--- src/rtl/arxbc_pkg.sv ---
// ----------------------------------------------------------------------------
// arxbc_pkg
// shared types, constants and round function of the 128-bit arx block cipher
// ----------------------------------------------------------------------------
package arxbc_pkg;

   localparam int unsigned WORD_BITS             = 32;
   localparam int unsigned KEY_PAIRS             = 6;
   localparam int unsigned KEY_PAIR_BITS         = 2 * WORD_BITS;
   localparam int unsigned CSR_INDEX_BITS        = 3;
   localparam int unsigned ROUNDS_PER_PERM       = 3;
   localparam int unsigned PERMUTATIONS_PER_HALF = 10;

   localparam int unsigned ROT_B [ROUNDS_PER_PERM] = '{1, 4, 8};
   localparam int unsigned ROT_C [ROUNDS_PER_PERM] = '{2, 8, 12};
   localparam int unsigned ROT_D [ROUNDS_PER_PERM] = '{3, 12, 16};

   typedef logic [WORD_BITS-1:0]     word_type;
   typedef logic [KEY_PAIR_BITS-1:0] key_pair_type;

   typedef struct packed {
      word_type d;
      word_type c;
      word_type b;
      word_type a;
   } block_type;

   function automatic word_type rotl32(word_type x, int unsigned n);
      return (x << n) | (x >> (WORD_BITS - n));
   endfunction

   function automatic block_type arx_round(block_type v, int unsigned sel);
      block_type r;
      word_type  a2;
      word_type  c2;
      a2  = v.a + v.b;
      c2  = v.c + v.d;
      r.a = a2;
      r.b = rotl32(v.b ^ c2, ROT_B[sel]);
      r.c = rotl32(c2, ROT_C[sel]);
      r.d = rotl32(v.d ^ a2, ROT_D[sel]);
      return r;
   endfunction

endpackage

--- src/rtl/arxbc_key_stage.sv ---
// ----------------------------------------------------------------------------
// arxbc_key_stage
// pipeline stage that xors a 128-bit round key into the block
// ----------------------------------------------------------------------------
module arxbc_key_stage
   import arxbc_pkg::*;
(
   input  logic      clock,
   input  logic      reset,
   input  block_type round_key,
   input  logic      in_valid,
   output logic      in_ready,
   input  block_type in_data,
   output logic      out_valid,
   input  logic      out_ready,
   output block_type out_data
);

   logic      valid_ff;
   logic      valid_in;
   block_type data_ff;
   logic      load;

   assign in_ready = !valid_ff || out_ready;
   assign load     = in_valid && in_ready;
   assign valid_in = load || (valid_ff && !out_ready);

   always_ff @(posedge clock) begin
      if (reset) begin
         valid_ff <= 1'b0;
      end else begin
         valid_ff <= valid_in;
      end
   end

   always_ff @(posedge clock) begin
      if (load) begin
         data_ff <= in_data ^ round_key;
      end
   end

   assign out_valid = valid_ff;
   assign out_data  = data_ff;

endmodule

--- config.mk ---
export PLATFORM = sky130hd
export DESIGN_NAME = arxbc_key_stage
export DESIGN_NICKNAME = d
export VERILOG_FILES = /design/src/rtl/arxbc_pkg.sv /design/src/rtl/arxbc_key_stage.sv
export SDC_FILE = /design/constraint.sdc
export NUM_CORES = 1
export LEC_CHECK = 0
export BUFFER_PORTS_ARGS = -buffer_cell sky130_fd_sc_hd__buf_2
export CAP_MARGIN = 10
export CORE_AREA = 2 2 153 155
export DETAILED_ROUTE_END_ITERATION = 10
export DIE_AREA = 0 0 155 157
export GPL_ROUTABILITY_DRIVEN = 0
export GPL_TIMING_DRIVEN = 0
export MAX_ROUTING_LAYER = met4
export PLACE_DENSITY = 0.61
export SLEW_MARGIN = 10
export SYNTH_ARGS = -nofsm -noshare
export SYNTH_HDL_FRONTEND = slang
export SYNTH_SLANG_ARGS = --single-unit
--- constraint.sdc ---
create_clock -name clock -period 2.4 [get_ports clock]
set_clock_uncertainty 0.2 [all_clocks]
set_input_delay 0.48 -clock clock [delete_from_list [all_inputs] [get_ports clock]]
set_output_delay 0.48 -clock clock [all_outputs]
set_load 0.1 [all_outputs]
# [Word-level counts from Yosys, hierarchy flattened]
# Cells that the tools add are included.
[op_classes] bitwise=1 reduce_logical=6
[op_table] op="bitwise XOR 128 bit" n=1
[op_table] op="logical AND 1 bit" n=2
[op_table] op="zero test 1 bit" n=2
[op_table] op="logical OR 1 bit" n=2
[totals] reg_bits=129 out_inout_bits=130

# [Longest topological paths before layout]
[depth] ltp_word=4 ltp_mapped=2

# [Worst setup path after synthesis]
# OpenSTA, ideal clock, no wires.
[synth_timing] kind="register to register" startpoint="register valid_ff, in the netlist out_valid" endpoint="register data_ff (netlist bit out_data[0]) (enable)" t_arrival_ns=2.149 setup_slack_ns=-0.347 stages_incl_launch_ff=3 period_less_slack_ns=2.747 path_cell_list="dfxtp_1 > nand2b_4 > and2_4"
[synth_between] elab_chain_cells=3
[synth_lines] item="start, declared" line="arxbc_key_stage.sv:19" source="logic valid_ff;"
[synth_lines] item="start signal, assigned" line="arxbc_key_stage.sv:32" source="valid_ff <= valid_in;"
[synth_lines] item="zero test 1 bit" line="arxbc_key_stage.sv:24" source="assign in_ready = !valid_ff || out_ready;"
[synth_lines] item="logical OR 1 bit" line="arxbc_key_stage.sv:24"
[synth_lines] item="via in_ready" line="arxbc_key_stage.sv:12" source="output logic in_ready,"
[synth_lines] item="logical AND 1 bit" line="arxbc_key_stage.sv:25" source="assign load = in_valid && in_ready;"
[synth_lines] item="via load" line="arxbc_key_stage.sv:22" source="logic load;"
[synth_lines] item="end signal, assigned" line="arxbc_key_stage.sv:38" source="data_ff <= in_data ^ round_key;"
[synth_lines] item="end, declared" line="arxbc_key_stage.sv:21" source="block_type data_ff;"
# The timed path passes the listed nets, and every way through them passes these cells.
# A chain may end at the register's enable or synchronous reset.

# [Worst setup path in the final report]
[layout_timing] startpoint="register valid_ff, in the netlist out_valid" endpoint="register data_ff (netlist bit out_data[63]) (enable)"
[layout_between] elab_chain_cells=3
[layout_lines] item="zero test 1 bit" line="arxbc_key_stage.sv:24"
[layout_lines] item="logical OR 1 bit" line="arxbc_key_stage.sv:24"
[layout_lines] item="logical AND 1 bit" line="arxbc_key_stage.sv:25"
[layout_lines] item="via load" line="arxbc_key_stage.sv:22"
# The timed path passes the listed nets, and every way through them passes these cells.

==> results.py <==
metrics = {
    "final_layout": {
        "final_area_sq_um": 7960,
        "fin_nets": 931,
        "final_core_util_pct": 35.4,
        "instances_no_fill": 970,
        "synthToLayoutAreaGrowth_pct": 58.6,
        "fill_cells": 2245,
        "drive_gt1_share_pct": 62.3,
    },
    "synthesis": {
        "seq_area_frac_synth_pct": 77.0,
        "ys_ff_latch": 129,
        "yosys_warnings": 0,
        "synth_top_area_share_pct": 76.6,
        "synth_cell_type_count": 7,
        "syn_area_per_cell_sq_um": 19.2,
        "yosys-top-cells-area": "edfxtp_1 77%, xor2_1 22%, dfxtp_1 0.40%",
        "ys.flop_type": "edfxtp_1",
        "synth_area_sq_um": 5020,
        "synthArstFlopShare_pct": 0,
        "synthesis.instances": 261,
        "syn_nets": 521,
        "synth_edf_count": 128,
        "synth_commonest_cells": "128 x edfxtp_1, 128 x xor2_1",
        "yosys.area.top_type": "edfxtp_1",
    },
    "outcome": {
        "status": "complete, no violations",
    },
    "sta": {
        "min_period_over_period_pct": 86.8,
        "rsz0062_at_grt": "false",
        "fmax_ghz": 0.480,
        "drv_slew": 0,
        "slew_headroom_pct": 59.9,
        "finalSetupTns_ns": 0,
        "finalHoldViolCount": 0,
        "worstMarginPinSlew_ns": 0.606,
        "finalSetupViolCount": 0,
        "hold_ws_ns": 0.0395,
        "fin_crit_ns": 2.08,
        "layout_setup_ws_ns": 0.318,
    },
    "drt": {
        "wl_mm": 14.2,
        "vias_per_cell": 3.68,
        "drt_iter0_markers": 82,
        "drtPass1Iterations": 3,
        "ant_nets": 0,
        "vias": 3570,
        "routedWlPerCell_um": 14.7,
        "drcViolationCount": 0,
    },
    "die": {
        "die_width_um": 155,
        "die_area_sq_um": 24300,
        "rows": 55,
        "die_y_um": 157,
        "start_util_pct": 22.3,
        "io_pins": 390,
        "core_area_sq_um": 22500,
    },
    "power_and_ir_drop": {
        "leakage_nw": 3.64,
        "peakVddDrop_v": 0.000398,
        "powerDensity_nw_per_um2": 910,
        "design_power_total_mw": 7.24,
    },
    "setup_path": {
        "rr_worst_depth": 4,
        "critPathMaxFanout": 45,
        "arrival_ns": 1.97,
        "path_class": "reg2reg",
        "r2r_start": "out_valid$_SDFF_PP0_",
        "reg2reg_to": "out_data[63]$_DFFE_PP_",
        "end_kind": "flip-flop",
        "worst_setup_path_start_kind": "flip-flop",
        "required_ns": 2.29,
        "rrSetupSlack_ns": 0.32,
    },
    "placed_design": {
        "postPlaceCellArea_sq_um": 7370,
        "portBuffers": 389,
        "dp.cells": 937,
        "dp_hpwl_mm": 11.8,
        "place_ws_ns": -0.0112,
    },
    "clock_network": {
        "cts_root_buf": "clkbuf_16",
        "cts_resized": 0,
        "cts.path.max_buffers": 2,
        "cts_buffers": 17,
        "postCtsHoldBufs": 0,
        "cts-htree-levels": 4,
        "cts.sinks": 129,
        "clkLatencyLatePin_ns": 0.40,
        "tritoncts": "done",
        "clk_pin_slew_ns": 0.06,
        "post_cts_buffers": 0,
    },
    "global_route": {
        "met1_usage_pct": 12.1,
        "grt_max_degree": 46,
        "gr-total-overflow": 0,
        "globalRouteMet3Util_pct": 3.88,
        "grt_util_met2_pct": 20.6,
        "grtUsageTotal_pct": 11.6,
        "grt_pass1_vias": 3574,
        "antenna_found_initial": 1,
        "grt_pass1_wl_mm": 19.7,
        "top_usage_layer": "met2",
    },
    "flow_run": {
        "drv_cap": 0,
    },
    "hold_path": {
        "holdPathEnd": "out_valid$_SDFF_PP0_",
        "worstHoldStart": "reset",
        "whs_path_depth": 2,
        "hold_path_class": "in2reg",
    },
}
power breakdown:
part	switching, mW	total [mW]	internal [mW]
clock network	0.994	2.54	1.54
registers	0.0440	2.77	2.72
logic	1.59	1.94	0.358
routing by layer:
metal | up-vias | routed length [um]
met4 | 0 | 178
met3 | 9 | 1220
met5 | - | 0
li1 | 1748 | -
met1 | 1585 | 5320
met2 | 228 | 7520
cell families (layout without fill, tap and decap cells):
kind of cell,count (synthesis),in the layout,share of synthesized area [%]
AOI/OAI and AO/OA,1,1,0.175
other,0,1,0
buffers and inverters,1,424,0.0747
and+or+nand+nor,2,2,0.449
xor gates and xnor gates,128,128,22.3
DFF,129,129,77.0
flip-flops by register name, indices dropped and copies added (netlist names):
signal / cells
out_valid: 1
out_data: 128
worst max-delay path by stage:
| stage | cells past startpoint | slack (ns) | endpoint | from |
|---|---|---|---|---|
| detailed placement | 5 | -0.01 | out_data[78]$_DFFE_PP_ | out_ready |
| finish | 4 | 0.32 | out_data[63]$_DFFE_PP_ | out_valid$_SDFF_PP0_ |
| floorplan | 2 | -0.03 | out_data[0]$_DFFE_PP_ | out_ready |
| CTS | 4 | 0.25 | out_data[51]$_DFFE_PP_ | out_valid$_SDFF_PP0_ |
| global route | 4 | 0.17 | out_data[51]$_DFFE_PP_ | out_valid$_SDFF_PP0_ |
| global placement | 3 | -0.26 | out_data[68]$_DFFE_PP_ | out_ready |
worst max-delay path: stages, from the launching register on:
cell and delay, ns:
dfxtp_4 0.35, nand2b_4 0.09, and2_4 0.51, buf_16 0.29, buf_12 0.28
area by class of cell:
cell class | instances | area, sq um | area share [%]
sequential | 129 | 3870 | 48.6
inverter | 1 | 3.75 | 0.0471
clock buffer | 18 | 429 | 5.39
timing repair buffer | 391 | 1990 | 25.1
clock inverter | 14 | 155 | 1.95
tap | 285 | 357 | 4.48
multi-input combinational | 131 | 1150 | 14.5
antenna | 1 | 2.50 | 0.0314
cells in the final DEF (no fill, tap or decap):
master and instances:
clkbuf_16 17, nand2b_4 1, a21oi_2 1, buf_2 389, xor2_1 128, inv_6 4, buf_12 1, clkinv_2 1
clkbuf_1 1, clkinvlp_4 5, clkinv_4 2, edfxtp_1 128, dfxtp_4 1, and2_4 1, bufinv_16 2, inv_1 1
buf_16 1, diode_2 1
Note: power is estimated with default switching activity, not from simulation.
