<file path="config.mk">
export PLATFORM = sky130hd
export DESIGN_NAME = arxbc_round_stage
export DESIGN_NICKNAME = d
export VERILOG_FILES = /design/src/rtl/arxbc_pkg.sv /design/src/rtl/arxbc_round_stage.sv
export SDC_FILE = /design/constraint.sdc
export NUM_CORES = 1
export LEC_CHECK = 0
export BUFFER_PORTS_ARGS = -buffer_cell sky130_fd_sc_hd__buf_2
export CORE_MARGIN = 5
export CORE_UTILIZATION = 53
export CTS_CLUSTER_DIAMETER = 30
export DETAILED_ROUTE_END_ITERATION = 10
export HOLD_SLACK_MARGIN = 0.08
export PLACE_DENSITY = 0.83
export SYNTH_ARGS = -nofsm -noshare
export SYNTH_HDL_FRONTEND = slang
export SYNTH_SLANG_ARGS = --single-unit
export TNS_END_PERCENT = 5
</file>
<file path="constraint.sdc">
create_clock -name clock -period 14 [get_ports clock]
set_input_delay 2.8 -clock clock [delete_from_list [all_inputs] [get_ports clock]]
set_output_delay 2.8 -clock clock [all_outputs]
set_load 0.01 [all_outputs]
</file>
<file path="src/rtl/arxbc_pkg.sv">
// ----------------------------------------------------------------------------
// arxbc_pkg
// shared types, constants and round function of the 128-bit arx block cipher
// ----------------------------------------------------------------------------
package arxbc_pkg;

   localparam int unsigned WORD_BITS             = 32;
   localparam int unsigned KEY_PAIRS             = 6;
   localparam int unsigned KEY_PAIR_BITS         = 2 * WORD_BITS;
   localparam int unsigned CSR_INDEX_BITS        = 3;
   localparam int unsigned ROUNDS_PER_PERM       = 3;
   localparam int unsigned PERMUTATIONS_PER_HALF = 10;

   localparam int unsigned ROT_B [ROUNDS_PER_PERM] = '{1, 4, 8};
   localparam int unsigned ROT_C [ROUNDS_PER_PERM] = '{2, 8, 12};
   localparam int unsigned ROT_D [ROUNDS_PER_PERM] = '{3, 12, 16};

   typedef logic [WORD_BITS-1:0]     word_type;
   typedef logic [KEY_PAIR_BITS-1:0] key_pair_type;

   typedef struct packed {
      word_type d;
      word_type c;
      word_type b;
      word_type a;
   } block_type;

   function automatic word_type rotl32(word_type x, int unsigned n);
      return (x << n) | (x >> (WORD_BITS - n));
   endfunction

   function automatic block_type arx_round(block_type v, int unsigned sel);
      block_type r;
      word_type  a2;
      word_type  c2;
      a2  = v.a + v.b;
      c2  = v.c + v.d;
      r.a = a2;
      r.b = rotl32(v.b ^ c2, ROT_B[sel]);
      r.c = rotl32(c2, ROT_C[sel]);
      r.d = rotl32(v.d ^ a2, ROT_D[sel]);
      return r;
   endfunction

endpackage

</file>
<file path="src/rtl/arxbc_round_stage.sv">
// ----------------------------------------------------------------------------
// arxbc_round_stage
// pipeline stage holding one add-rotate-xor round of the permutation
// ----------------------------------------------------------------------------
module arxbc_round_stage
   import arxbc_pkg::*;
#(
   parameter int unsigned ROUND_SEL = 0
)
(
   input  logic      clock,
   input  logic      reset,
   input  logic      in_valid,
   output logic      in_ready,
   input  block_type in_data,
   output logic      out_valid,
   input  logic      out_ready,
   output block_type out_data
);

   logic      valid_ff;
   logic      valid_in;
   block_type data_ff;
   logic      load;

   assign in_ready = !valid_ff || out_ready;
   assign load     = in_valid && in_ready;
   assign valid_in = load || (valid_ff && !out_ready);

   always_ff @(posedge clock) begin
      if (reset) begin
         valid_ff <= 1'b0;
      end else begin
         valid_ff <= valid_in;
      end
   end

   always_ff @(posedge clock) begin
      if (load) begin
         data_ff <= arx_round(in_data, ROUND_SEL);
      end
   end

   assign out_valid = valid_ff;
   assign out_data  = data_ff;

endmodule
</file>
# --- Word level (Yosys, flattened, before mapping) ---
# Index checks and enable logic that the tools add are counted.
classes:
  addsub: 2
  reduce_logical: 6
  n_bitwise: 5
ops:
  columns: ["operator", "count"]
  rows:
  - ["adder 32 bit", 2]
  - ["bitwise XOR 32 bit", 2]
  - ["OR 32 x 1 -> 32 bit", 1]
  - ["OR 32 x 2 -> 32 bit", 1]
  - ["OR 32 x 3 -> 32 bit", 1]
  - ["logical AND 1 bit", 2]
  - ["logical NOT 1 bit", 2]
  - ["logical OR 1 bit", 2]
word_totals:
  input_bits: 132
  ff_bits: 129

# --- Longest topological paths before layout ---
# Gate-level depths: netlist of run 1.
depth:
  ltp_word: 4
  depth_mapped: 10
  depth_no_buf: 10

# --- Worst setup path after synthesis of run 1 ---
# No wires, ideal clock.
synth_path:
  path_kind: "input to register"
  start: "input port out_ready"
  end: "register data_ff (netlist bit out_data[0]) (enable)"
  arrival_ps: 5959
  n_path_buf: 0
  path_slack_ps: 7538
  setup_ps: 503
  cell_stages: 2
  cell_sequence: "nand2b_1 -> and2_1"
synth_between:
  elab_chain_cells: 2
synth_lines:
  columns: ["item", "line_no", "source"]
  rows:
  - ["start, declared", "arxbc_round_stage.sv:17", "input logic out_ready,"]
  - ["logical OR 1 bit", "arxbc_round_stage.sv:26", "assign in_ready = !valid_ff || out_ready;"]
  - ["logical AND 1 bit", "arxbc_round_stage.sv:27", "assign load = in_valid && in_ready;"]
  - ["via load", "arxbc_round_stage.sv:24", "logic load;"]
  - ["end signal, assigned", "arxbc_round_stage.sv:40", "data_ff <= arx_round(in_data, ROUND_SEL);"]
  - ["end, declared", "arxbc_round_stage.sv:23", "block_type data_ff;"]
# The timed path passes the listed nets, and every way through them passes these cells.
# A chain may end at the register's enable or synchronous reset.

# --- Final worst setup path of run 1 ---
layout_path:
  start: "input port out_ready"
  end: "output port in_ready"
layout_between:
  elab_chain_cells: 1
layout_lines:
  columns: ["item", "line_no", "source"]
  rows:
  - ["logical OR 1 bit", "arxbc_round_stage.sv:26", null]
  - ["end, declared", "arxbc_round_stage.sv:14", "output logic in_ready,"]
# Every way passes these cells.

==> results of run 1 <==
## metrics by stage
step / instance area (sq um) / utilization, % / worst slack [ns]
global placement: 9370 / 64.5 / 8.01
global route: 9970 / 68.6 / 7.96
detailed placement: 9370 / 64.5 / 8.00
CTS: 9970 / 68.6 / 8.00
floorplan: 7850 / - / 7.54
finish: 9970 / 68.6 / 8.01
## sequential cells by signal, indices dropped and copies added, names as in the netlist
| name | flops |
|---|---|
| out_data | 128 |
| out_valid | 1 |
## synthesized netlist by cell type (9+ instances only)
| cell | count | area share [%] |
|---|---|---|
| a21o_1 | 24 | 2.3 |
| a21oi_1 | 65 | 4.1 |
| a31oi_1 | 9 | 0.72 |
| and3_1 | 13 | 1.0 |
| edfxtp_1 | 128 | 49 |
| ha_1 | 62 | 9.9 |
| inv_1 | 9 | 0.43 |
| nand2_1 | 39 | 1.9 |
| nand3_1 | 9 | 0.57 |
| nor2_1 | 26 | 1.2 |
| nor2b_1 | 10 | 0.80 |
| o21ai_0 | 18 | 1.1 |
| xnor2_1 | 42 | 4.7 |
| xor2_1 | 75 | 8.4 |
## cell type report
| cell class | count | share of cell area (%) |
|---|---|---|
| clock inverters | 13 | 1.68 |
| multi-input cells | 493 | 39.4 |
| inverters | 9 | 0.339 |
| well taps | 184 | 2.31 |
| repair buffers | 262 | 13.2 |
| flip-flops and latches | 129 | 38.8 |
| clock buffers | 19 | 4.34 |
## cells by family after synthesis
group,count (synthesis)
simple gates,121
fa+ha+maj,64
buf+inv,16
compound gates,181
flops,129
xor+xnor,127
## power groups by stage
stage | Clock (W) | Combinational, W | Sequential (W)
final | 0.000458 | 0.000350 | 0.000521
after floorplan | 0 | 0.000189 | 0.000561
after CTS | 0.000462 | 0.000351 | 0.000522
after global placement | 0 | 0.000337 | 0.000526
after detailed placement | 0 | 0.000347 | 0.000529
after global routing | 0.000480 | 0.000381 | 0.000526
## routing by layer
layer  global-route usage, %  wire length (um)
met5                       0                 0
met2                    41.1             10900
met1                    29.0              8090
met3                    6.61              1840
met4                    9.83               619
## worst paths after layout
kind	start	to	slack (ns)	depth (start not counted)
max	out_ready	in_ready	8.01	3
min	out_valid$_SDFF_PP0_	out_valid$_SDFF_PP0_	0.53	2
max reg2reg	out_valid$_SDFF_PP0_	out_data[17]$_DFFE_PP_	11.63	3
min reg2reg	out_valid$_SDFF_PP0_	out_valid$_SDFF_PP0_	0.53	2
## layout by cell type (no fill, tap or decap), types with 3 or more instances in the layout
cell,instances
buf_2,261
edfxtp_1,128
xor2_1,75
a21oi_1,65
ha_1,62
xnor2_1,42
nand2_1,39
nor2_1,26
a21o_1,24
o21ai_0,18
clkbuf_16,17
and3_1,13
nor2b_1,10
inv_1,9
nand3_1,9
a31oi_1,9
nand2b_1,8
o21a_1,6
a211oi_1,5
o21ai_2,5
o21bai_1,5
o211ai_1,4
o31ai_1,4
xnor3_1,4
clkinv_2,4
bufinv_16,4
o21ai_1,3
a2111oi_4,3
nand4_1,3
o211a_1,3
xor2_2,3
clkinv_1,3
## worst min-delay path: stages, from the launching register on
cell      delay, ns
dfxtp_1        0.31
nand2b_1       0.10
a21oi_1        0.07
==> flow_summary.toml, run 1 <==
[critical_path]
start_kind = "input pin"
crit_type = "in2out"
worstPathCellList = "buf_2 -> nand2b_1 -> buf_2"
path_buf_inv = 2
cpPeakStageDelay_ns = 0.15
worstPathRequired_ns = 11.20
crit_family = "buffers and inverters"
critical_path_arrival_ns = 3.19
path_max_fanout = 3
critPathMostFrequentCell = "buf_2"
endpoint_kind = "primary output"
cp_slowest_cell = "nand2b_1"

[hold_path]
worstHoldPathType = "reg2reg"

[routing]
drtIter0Drc = 608
vias = 6266
via_per_inst = 5.65
ant_nets = 0
drt-total-wl_um = 21400
wl_per_cell_um = 19.3
drcViolationCount = 0
drtPass1Iterations = 5

[pwr]
p_seq_share_pct = 39.2
p_total_w = 0.00133
p_int_w = 0.000947
combPwrFrac_pct = 26.3
power_switching_w = 0.000383
ir_drop_mv = 0.0828
p_clk_share_pct = 34.5
leakagePower_nw = 4.40
sw_frac_of_total_pct = 28.8
powerDensity_nw_per_um2 = 133

[logic_synthesis]
synth-compound-area-share_pct = 16.5
syn-cell-area_sq_um = 7850
synth_top_family_by_area = "compound AO/OA/AOI/OAI gates"
synth_xor_area_share_pct = 15.5
yosys.cell_types.count = 65
synth.yosys.seq_area_share_pct = 49.2
avgSynthCellArea_sq_um = 12.3
synth_seq_cells = 129
ys_warn_count = 0
postSynthCellCount = 638
synth.area.mux_share_pct = 0
synth_ff_type = "edfxtp_1"
synth_simple_gate_area_share_pct = 7.52
synth-adder-area-share_pct = 10.4
synth-edff-count = 128
async_reset_ff_share_pct = 0
syn-num-nets = 834

[cts]
cts_setup_buffers = 0
clkLatencyLatePin_ns = 0.42
cts_max_level = 4
clkSinkCount = 129
cts-root-buf = "clkbuf_16"
cts_buffers = 17
clkSlewWorstSetupHoldPaths_ns = 0.05
cts_buffer_depth = 2
cts_resized = 0
cts-hold-fix-buffers = 0
cts_tree = "built"

[global_route]
grt-ovfl-total = 0
grt_first_pass_wirelength_um = 33300
grt_usage_pct = 24.1
grt_pass1_vias = 6206
grt_max_degree = 84
antenna_found_initial = 0

[layout]
multi_input_area_sq_um = 3930
diodes = 0
fillers = 1074
ff_latch_area_sq_um = 3860
drive_gt1_share_pct = 34.5
nets = 1108
finalNonFillerCells = 1109
syn2layout_area_growth_pct = 27.0

[die]
coreArea_sq_um = 14500
design.portCount = 262
die_h_um = 132
rows = 44
die-area_sq_um = 17300
dieWidth_um = 132
initial_utilization_pct = 54.0

[sta]
finalCritPeriodShare_pct = 42.8
finClkSkew_ns = 0.00691
rsz0062_at_grt = "false"
fmax_ghz = 0.167
finalSetupViolCount = 0
fin_crit_ns = 5.99
final-hold-violation-count = 0
tightest_slew_ns = 1.05
relSlewSlack_pct = 29.8
slew_viol_final = 0
final.setup.tns_ns = 0
fin_hold_ws_ns = 0.526

[outcome]
status = "finished, final reports clean"

[run]
maxCapViolCount = 0

[place]
dpl.hpwl_um = 17000
dp_cells = 1077
io_buffers = 261
gp_congestion = 0.896
Power figures use the tool's default switching activity.
==> run 2: changes to the inputs <==
--- a/config.mk
+++ b/config.mk
@@ -7,11 +7,11 @@
 export LEC_CHECK = 0
 export BUFFER_PORTS_ARGS = -buffer_cell sky130_fd_sc_hd__buf_2
 export CORE_MARGIN = 5
-export CORE_UTILIZATION = 53
+export CORE_UTILIZATION = 52
 export CTS_CLUSTER_DIAMETER = 30
 export DETAILED_ROUTE_END_ITERATION = 10
 export HOLD_SLACK_MARGIN = 0.08
-export PLACE_DENSITY = 0.83
+export PLACE_DENSITY = 0.82
 export SYNTH_ARGS = -nofsm -noshare
 export SYNTH_HDL_FRONTEND = slang
 export SYNTH_SLANG_ARGS = --single-unit
==> constraint.sdc (replaced) <==
create_clock -name clock -period 5.7 [get_ports clock]
set_input_delay 1.14 -clock clock [delete_from_list [all_inputs] [get_ports clock]]
set_output_delay 1.14 -clock clock [all_outputs]
set_load 0.01 [all_outputs]
==> flow_summary.toml, run 2 (same netlist as run 1, synthesis figures left out) <==
[critical_path]
start_kind = "input pin"
worstPathRequired_ns = 5.86
worstPathCellList = "buf_2 -> ha_1 -> fa_1 -> a21o_1 -> and4_1 -> o211a_1 -> nand3b_1 -> nand3_1 -> nand2_1 -> a31oi_1 -> xnor2_1"
crit_start = "in_data[96]"
path_max_fanout = 3
endpoint_kind = "flop"
critical_path_arrival_ns = 3.66
cp_slowest_cell = "fa_1"
crit_type = "in2reg"
cpPeakStageDelay_ns = 0.42
reg2reg_from = "out_valid$_SDFF_PP0_"

[cts]
clkSlewWorstSetupHoldPaths_ns = 0.06
cts_resized = 0
cts_max_level = 4
cts_buffer_depth = 2
cts_tree = "built"
cts_setup_buffers = 0
cts-hold-fix-buffers = 0
cts-root-buf = "clkbuf_16"
clkSinkCount = 129
cts_buffers = 17
clkLatencyLatePin_ns = 0.42

[pwr]
p_clk_share_pct = 34.0
ir_drop_mv = 0.188
powerDensity_nw_per_um2 = 324
power_switching_w = 0.000947
p_seq_share_pct = 39.5
combPwrFrac_pct = 26.5
p_int_w = 0.00229
sw_frac_of_total_pct = 29.3
leakagePower_nw = 4.40

[layout]
fin_util_pct = 66.6
largest_reg_flops = 128
drive_gt1_share_pct = 34.9
layout_commonest_cell = "buf_2"
design_area_sq_um = 9980
nets = 1109
syn2layout_area_growth_pct = 27.1
layout_common_cells = "buf_2, edfxtp_1, xor2_1"

[die]
dieWidth_um = 133
design.portCount = 262
die-area_sq_um = 17700
coreArea_sq_um = 15000
rows = 45
die_h_um = 133
initial_utilization_pct = 52.4

[sta]
rsz0062_at_grt = "false"
finClkSkew_ns = 0.00855
finalSetupViolCount = 0
tightest_slew_ns = 0.702
fmax_ghz = 0.286
fin_crit_ns = 3.50
finalCritPeriodShare_pct = 61.4
setup_ws_ns = 2.20
final-hold-violation-count = 0
relSlewSlack_pct = 53.2
slew_viol_final = 0
final.setup.tns_ns = 0

[global_route]
grt_first_pass_wirelength_um = 32100
grt_pass1_vias = 6185
grt_max_degree = 57
met2_usage_pct = 39.5
use_met3_pct = 6.62
grt_usage_pct = 23.2
busiest_layer = "met2"
grt-ovfl-total = 0
antenna_found_initial = 3
met1_usage_pct = 28.7

[place]
placed_area_sq_um = 9380
io_buffers = 261
pre_cts_ws_ns = 1.75
dpl.hpwl_um = 16900
gp_congestion = 0.907

[routing]
drtPass1Iterations = 6
drcViolationCount = 0
drtIter0Drc = 420
wl_per_cell_um = 18.7
drt-total-wl_um = 20800
vias = 6138
ant_nets = 0
via_per_inst = 5.50

[run]
maxCapViolCount = 0

[outcome]
status = "finished, final reports clean"

[hold_path]
hp-start = "out_valid$_SDFF_PP0_"
worstHoldPathType = "reg2reg"
==> run 2: metal layers <==
layer,up-vias,routed length (um),part of all wire [%]
met5,-,21,0.10
li1,2966,-,-
met3,27,1540,7.4
met2,238,10300,50
met1,2903,8600,41
met4,4,331,1.6
==> run 2: power by group through the flow <==
stage	Clock, W	Sequential [W]	Combinational, W
2_1_floorplan	0	0.00138	0.000465
3_3_place_gp	0	0.00129	0.000836
3_5_place_dp	0	0.00130	0.000857
4_1_cts	0.00112	0.00128	0.000862
5_1_grt	0.00116	0.00129	0.000932
6_report	0.00110	0.00128	0.000858
==> run 2: final timing paths <==
path | slack (ns) | endpoint | cells after the start
setup / recovery | 2.20 | out_data[63]$_DFFE_PP_ | 11
hold reg to reg | 0.55 | out_valid$_SDFF_PP0_ | 2
hold / removal | 0.55 | out_valid$_SDFF_PP0_ | 2
setup reg to reg | 3.56 | out_data[11]$_DFFE_PP_ | 3
==> run 2: per-stage QoR <==
| stage | total power (W) | hold WS [ns] | cells |
|---|---|---|---|
| after detailed placement | 0.00215 | 0.527 | 1082 |
| final | 0.00323 | 0.546 | 1115 |
| after global routing | 0.00338 | 0.568 | 1115 |
| after global placement | 0.00213 | 0.514 | 1082 |
| after CTS | 0.00326 | 0.540 | 1114 |
| after floorplan | 0.00184 | 0.593 | 638 |
==> run 2: area by class of cell <==
| cell class | count | area (sq um) |
|---|---|---|
| diodes | 1 | 2.50 |
| clock buffers | 18 | 429 |
| clock inverters | 14 | 165 |
| fillers | 1153 | 5000 |
| inverters | 9 | 33.8 |
| multi-input cells | 493 | 3930 |
| flip-flops and latches | 129 | 3860 |
| well taps | 188 | 235 |
| repair buffers | 263 | 1320 |
==> run 2: worst max-delay path, delay by kind of cell <==
family | cells | cell delay, ns
fa+ha+maj | 2 | 0.65
compound gates | 3 | 0.84
xor+xnor | 1 | 0.12
simple gates | 4 | 0.78
buf+inv | 1 | 0.11
